[src/dtc_pkg.sv]
// ----------------------------------------------------------------------------
// dtc_pkg: damping torque curve shared definitions
// widths, fixed-point shifts, register indexes and pipeline sideband types
// ----------------------------------------------------------------------------
package dtc_pkg;

  localparam int SPEED_W         = 21;
  localparam int MAG_W           = 21;
  localparam int TORQUE_W        = 15;
  localparam int GAIN_W          = 16;
  localparam int SPD_CFG_W       = 20;
  localparam int SPEED_FRAC_BITS = 4;
  localparam int GAIN_FRAC_BITS  = 8;
  localparam int PROD_SHIFT      = SPEED_FRAC_BITS + GAIN_FRAC_BITS;
  localparam int BLEND_BITS      = 16;
  localparam int DIV_STAGES      = BLEND_BITS;
  localparam int LIN_PROD_W      = GAIN_W + MAG_W;
  localparam int KNEE_PROD_W     = GAIN_W + SPD_CFG_W;
  localparam int LIM_SC_W        = TORQUE_W + PROD_SHIFT;
  localparam int SQ_W            = 2 * BLEND_BITS;
  localparam int WEIGHT_W        = BLEND_BITS + 2;
  localparam int SMOOTH_PROD_W   = SQ_W + WEIGHT_W;
  localparam int NUM_PROD_W      = LIM_SC_W + BLEND_BITS;
  localparam int NUM_W           = NUM_PROD_W + 1;
  localparam int BLEND_Q_W       = NUM_W - BLEND_BITS - PROD_SHIFT;

  localparam int APB_ADDR_W = 4;
  localparam int APB_DATA_W = 32;

  localparam logic [1:0] REG_LIMIT = 2'd0;
  localparam logic [1:0] REG_GAIN  = 2'd1;
  localparam logic [1:0] REG_KNEE  = 2'd2;
  localparam logic [1:0] REG_SAT   = 2'd3;

  typedef enum logic [1:0] {
    RGN_ZERO,
    RGN_LIN,
    RGN_SAT,
    RGN_BLEND
  } region_e;

  typedef struct packed {
    region_e               region;
    logic [TORQUE_W-1:0]   lin_torque;
  } dtc_side_t;

endpackage

[src/dtc_div.sv]
// ----------------------------------------------------------------------------
// dtc_div: pipelined restoring divider for the blend position
// one quotient bit per stage, sideband carried along with each transfer
// ----------------------------------------------------------------------------
module dtc_div (
  input  logic                               clk_i,
  input  logic                               rst_ni,
  input  logic [dtc_pkg::SPD_CFG_W-1:0]      span_i,
  input  logic                               valid_i,
  input  logic [dtc_pkg::SPD_CFG_W-1:0]      rem_i,
  input  dtc_pkg::dtc_side_t                 side_i,
  output logic                               valid_o,
  output logic [dtc_pkg::BLEND_BITS-1:0]     quot_o,
  output dtc_pkg::dtc_side_t                 side_o
);
  import dtc_pkg::*;

  logic [DIV_STAGES-1:0] valid_q;
  logic [SPD_CFG_W-1:0]  rem_q  [DIV_STAGES];
  logic [BLEND_BITS-1:0] quot_q [DIV_STAGES];
  dtc_side_t             side_q [DIV_STAGES];

  for (genvar k = 0; k < DIV_STAGES; k++) begin : g_stage
    logic                  v_in;
    logic [SPD_CFG_W-1:0]  rem_in;
    logic [BLEND_BITS-1:0] quot_in;
    dtc_side_t             side_in;
    logic [SPD_CFG_W:0]    shifted;
    logic [SPD_CFG_W:0]    diff;
    logic                  fits;

    if (k == 0) begin : g_first
      assign v_in    = valid_i;
      assign rem_in  = rem_i;
      assign quot_in = '0;
      assign side_in = side_i;
    end else begin : g_next
      assign v_in    = valid_q[k-1];
      assign rem_in  = rem_q[k-1];
      assign quot_in = quot_q[k-1];
      assign side_in = side_q[k-1];
    end

    assign shifted = {rem_in, 1'b0};
    assign fits    = shifted >= {1'b0, span_i};
    assign diff    = shifted - {1'b0, span_i};

    always_ff @(posedge clk_i or negedge rst_ni) begin
      if (!rst_ni) begin
        valid_q[k] <= 1'b0;
      end else begin
        valid_q[k] <= v_in;
      end
    end

    always_ff @(posedge clk_i) begin
      rem_q[k]  <= fits ? diff[SPD_CFG_W-1:0] : shifted[SPD_CFG_W-1:0];
      quot_q[k] <= {quot_in[BLEND_BITS-2:0], fits};
      side_q[k] <= side_in;
    end
  end

  assign valid_o = valid_q[DIV_STAGES-1];
  assign quot_o  = quot_q[DIV_STAGES-1];
  assign side_o  = side_q[DIV_STAGES-1];

endmodule

[config.mk]
export PLATFORM = sky130hd
export DESIGN_NAME = dtc_div
export DESIGN_NICKNAME = d
export VERILOG_FILES = /design/src/dtc_pkg.sv /design/src/dtc_div.sv
export SDC_FILE = /design/constraint.sdc
export NUM_CORES = 1
export LEC_CHECK = 0
export BUFFER_PORTS_ARGS = -buffer_cell sky130_fd_sc_hd__buf_2
export CELL_PAD_IN_SITES_DETAIL_PLACEMENT = 0
export CELL_PAD_IN_SITES_GLOBAL_PLACEMENT = 2
export CORE_MARGIN = 5
export CORE_UTILIZATION = 44
export DETAILED_ROUTE_END_ITERATION = 6
export PLACE_DENSITY_LB_ADDON = 0.08
export SLEW_MARGIN = 20
export SYNTH_ARGS = -nofsm -noshare
export SYNTH_HDL_FRONTEND = slang
export SYNTH_SLANG_ARGS = --single-unit
[constraint.sdc]
create_clock -name clk_i -period 7.5 [get_ports clk_i]
set_clock_uncertainty 0.1 [all_clocks]
set_input_delay 0.375 -clock clk_i [delete_from_list [all_inputs] [get_ports clk_i]]
set_output_delay 0.375 -clock clk_i [all_outputs]
set_load 0.02 [all_outputs]
== Word level (Yosys, flattened, before mapping) ==
Memories as Yosys holds them, arrays and structs flattened.
Index checks and enable logic that the tools add are counted.

* Flip-flop bits (word level): 16
* Latch bits: 0
* Bits in writable memories: 848
* Bits in read-only memories: 0
* Input bits: 60
* Output and inout bits: 34
* Logic and storage cells: 67
* Memories: 3

* Add/subtract/negate cells: 16
* Multiply operators: 0
* Divide/modulo/power cells: 0
* $lt $le $gt $ge: 16
* Eq/ne operators: 0
* Shifts and indexed selects: 0
* Muxes and demuxes: 16
* Bitwise logic cells: 0
* Reductions and logical operators: 0

{| class="wikitable"
|+ Memory list
! name !! words !! width !! rd ports !! clocked after memory_dff !! write ports !! line !! text
|-
| rem_q || 16 || 20 || 15 || 0 || 16 || dtc_div.sv:19 || <nowiki>logic [SPD_CFG_W-1:0] rem_q [DIV_STAGES];</nowiki>
|-
| side_q || 16 || 17 || 16 || 0 || 16 || dtc_div.sv:21 || <nowiki>dtc_side_t side_q [DIV_STAGES];</nowiki>
|-
| quot_q || 16 || 16 || 16 || 0 || 16 || dtc_div.sv:20 || <nowiki>logic [BLEND_BITS-1:0] quot_q [DIV_STAGES];</nowiki>
|}

{| class="wikitable"
|+ Operators by type and width
! operator !! count
|-
| 21-bit by 20-bit greater-or-equal comparator with 1-bit output || 16
|-
| 20-bit 2-to-1 mux || 16
|-
| 20-bit subtractor || 16
|}

== Longest topological paths before layout ==
An unclocked memory read counts as a cell.

* Depth in word-level cells: 3
* Depth in mapped cells: 14
* Depth with buffers taken out: 11

== Least setup slack after synthesis ==
OpenSTA, ideal clock, no wires.

* Path type: input -> register
* From: in span_i[1] (netlist bit)
* To: mem rem_q[9][13], in the netlist rem_q[1][33]
* Arrival: 3.312 ns
* Data required time: 7.279 ns
* Setup slack: 3.967 ns
* Stages: 12
* Buffers on the path: 1
* Cells stage by stage: inv_1 > ha_1 > nor2b_1 > o21ai_2 > a21boi_1 > o31a_1 > nor3_4 > a31oi_2 > or4_4 > a311oi_4 > buf_6 > mux2_2

{| class="wikitable"
|+ RTL lines
! what !! line !! text
|-
| from (decl) || dtc_div.sv:8 || <nowiki>input logic [dtc_pkg::SPD_CFG_W-1:0] span_i,</nowiki>
|-
| to (decl) || dtc_div.sv:19 ||
|}

==> out/metrics.yaml <==
timing:
  hold_viol_final: 0
  tightest_slew_ns: 1.009
  tns_ns: 0
  hold_ws_ns: 0.07458
  min_period_ns: 4.607
  slew_violations: 0
  setup_viol: 0
  period_share_pct: 61.43
  rsz0062_at_grt: "false"
  relSlewSlack_pct: 32.63
  fmax_mhz: 217.0
global_route:
  grt_pass1_vias: 22770
  gr-usage-all-layers_pct: 19.70
  grt_overflow: 0
  grt_antenna_before_repair: 1
  grt_max_degree: 40
  grt_pass1_wl_mm: 123.9
clock_tree:
  clk_latency_ns: 0.63
  cts_buffers: 78
  cts.htree.levels: 3
  root_buffer: "clkbuf_16"
  clock_path_buffers: 3
  path_clk_slew_ns: 0.06
  cts_sinks: 724
  cts_tree: "built"
critical_path:
  worstSetupPathType: "input port to flip-flop"
  arrival_ns: 5.02
  slowest_stage: "inv_1"
  critPathBufInv: 3
  cp_top_family: "buffers and inverters"
  max_stage_delay_ns: 0.66
  path_cells: "buf_2 > inv_1 > ha_1 > nor2b_1 > o21ai_2 > a21boi_1 > o31a_1 > nor3_4 > a31oi_2 > or4_4 > a311oi_4 > buf_8 > mux2_2"
  rrSetupSlack_ns: 3.72
  crit_path_start_kind: "input port"
  required_ns: 7.91
  path_max_fanout: 16
  crit_path_end_kind: "flip-flop"
logic_synthesis:
  avgSynthCellArea_um2: 10.18
  synth_seq_cells: 724
  seq_area_frac_synth_pct: 45.41
  yosys_warnings: 0
  dominantRegCellSynth: "dfxtp_1"
  synthTopCellsByArea: "dfxtp_1 44%, ha_1 12%, mux2_2 5.6%, xnor2_1 3.9%, a21oi_1 3.8%"
  synth_edf_count: 0
  syn_area_um2: 32090
  synth_nets: 3546
  synth_top_area_cell: "dfxtp_1"
  synth_top_area_share_pct: 44.16
  synth.most_common_cell: "dfxtp_1"
  synth_commonest_cells: "708 x dfxtp_1, 319 x ha_1, 241 x a21oi_1"
  synth-async-reset-ratio_pct: 2.210
  yosysUniqueCellTypes: 83
  syn_inst: 3152
floorplanning:
  coreArea_um2: 72590
  die_w_um: 280.1
  dieArea_um2: 78440
  rows: 99
  start_util_pct: 44.22
  num_io_pins: 94
  die_h_um: 280.1
cells_and_area:
  areaGrowthSynthToFinish_pct: 14.85
  drive_gt1_share_pct: 13.25
  design_area_um2: 36860
  nets: 3734
  num-fill-cells: 6662
  final_cells: 4364
routing:
  drt-pass1-iter-count: 5
  wl_mm: 78.50
  via_per_inst: 5.299
  drtAntennaViolNets: 0
  wl_per_cell_um: 17.99
  drt_iter0_drc: 1396
  vias: 23120
  drcViolationCount: 0
place:
  gp_congestion: 0.8755
  port_buffers: 93
  place_inst: 4181
  dp.final_hpwl_mm: 56.16
  place_area_um2: 33790
flow_run:
  max_cap_violations: 0
pwr:
  max-vdd-ir-drop_uv: 218.3
  cellPowerDensity_nw_per_um2: 494.5
  fin_total_pwr_uw: 18230
  p_leak_uw: 0.01612
status:
  status: "finished, final reports clean"
min_path:
  hold_path.class: "input port to async pin"
==> cell type report <==
class                      count  area [um2]  share of cell area [%]
sequential                   724       14570                   39.54
multi-input combinational   2273       16970                   46.02
inverter                     105       394.1                   1.069
tap                          959        1200                   3.255
clock buffer                 106        2198                   5.964
timing repair buffer         158        1056                   2.865
clock inverter                38       471.7                   1.280
antenna                        1       2.502                0.006789
==> cells by family after synthesis <==
logic type | after synthesis | share of synthesized area, %
flip-flops | 724 | 45.41
multiplexers | 179 | 6.210
XOR/XNOR | 231 | 6.304
adder cells (fa/ha/maj) | 334 | 13.37
buffers and inverters | 155 | 1.945
AND/OR/NAND/NOR | 735 | 11.11
AO/OA/AOI/OAI | 794 | 15.64
==> power breakdown <==
group | internal (uW) | total [uW] | switching (uW) | leakage [uW]
clock | 2270 | 3870 | 1610 | 0.00128
sequential | 5170 | 5890 | 721 | 0.00615
combinational | 4010 | 8460 | 4450 | 0.00869
==> layer usage <==
layer / part of all wire (%) / GRT usage (%) / vias to the layer above
li1: - / - / 11670
met1: 48 / 27.52 / 10880
met2: 46 / 32.05 / 463
met3: 3.8 / 2.638 / 116
met4: 2.4 / 5.829 / 0
met5: 0 / 0 / -
==> metrics by stage <==
| stage | setup WS [ns] | utilization [%] |
|---|---|---|
| global placement | 1.924 | 46.51 |
| global route | 2.580 | 50.78 |
| CTS | 2.816 | 50.75 |
| floorplan | 3.967 | - |
| detailed placement | 2.123 | 46.55 |
| finish | 2.893 | 50.78 |
==> cell usage in the layout (no fill, tap or decap), types with 104 or more instances in the layout <==
cell type,count
dfxtp_1,708
ha_1,319
a21oi_1,241
nor2_1,209
nand2_1,181
o21ai_0,180
mux2_2,160
xnor2_1,144
a21o_1,113
inv_1,104
==> what timing repair did <==
item	4_1_cts	5_1_grt
hold buffers	38	0
gates resized for setup	0	0
endpoints found under the hold margin	53	0
buffers inserted	0	0
==> sequential cells by signal (all words and copies together), names as in the netlist <==
register,count
valid_o,1
rem_q,300
quot_q,136
side_q,272
g_stage.v_in,15
==> worst paths after layout <==
kind,depth (start not counted),startpoint,endpoint
worst min register to register,0,quot_q[0][102],quot_q[0][119]
min in group clk_i,3,rem_i[19],rem_q[0][0]
max in group asynchronous,2,rst_ni,valid_o
worst min-delay path,2,rst_ni,g_stage[5].v_in
worst max-delay path,13,span_i[1],rem_q[1][27]
worst max register to register,10,rem_q[0][42],rem_q[0][70]
Note: power is estimated with default switching activity, not from simulation.
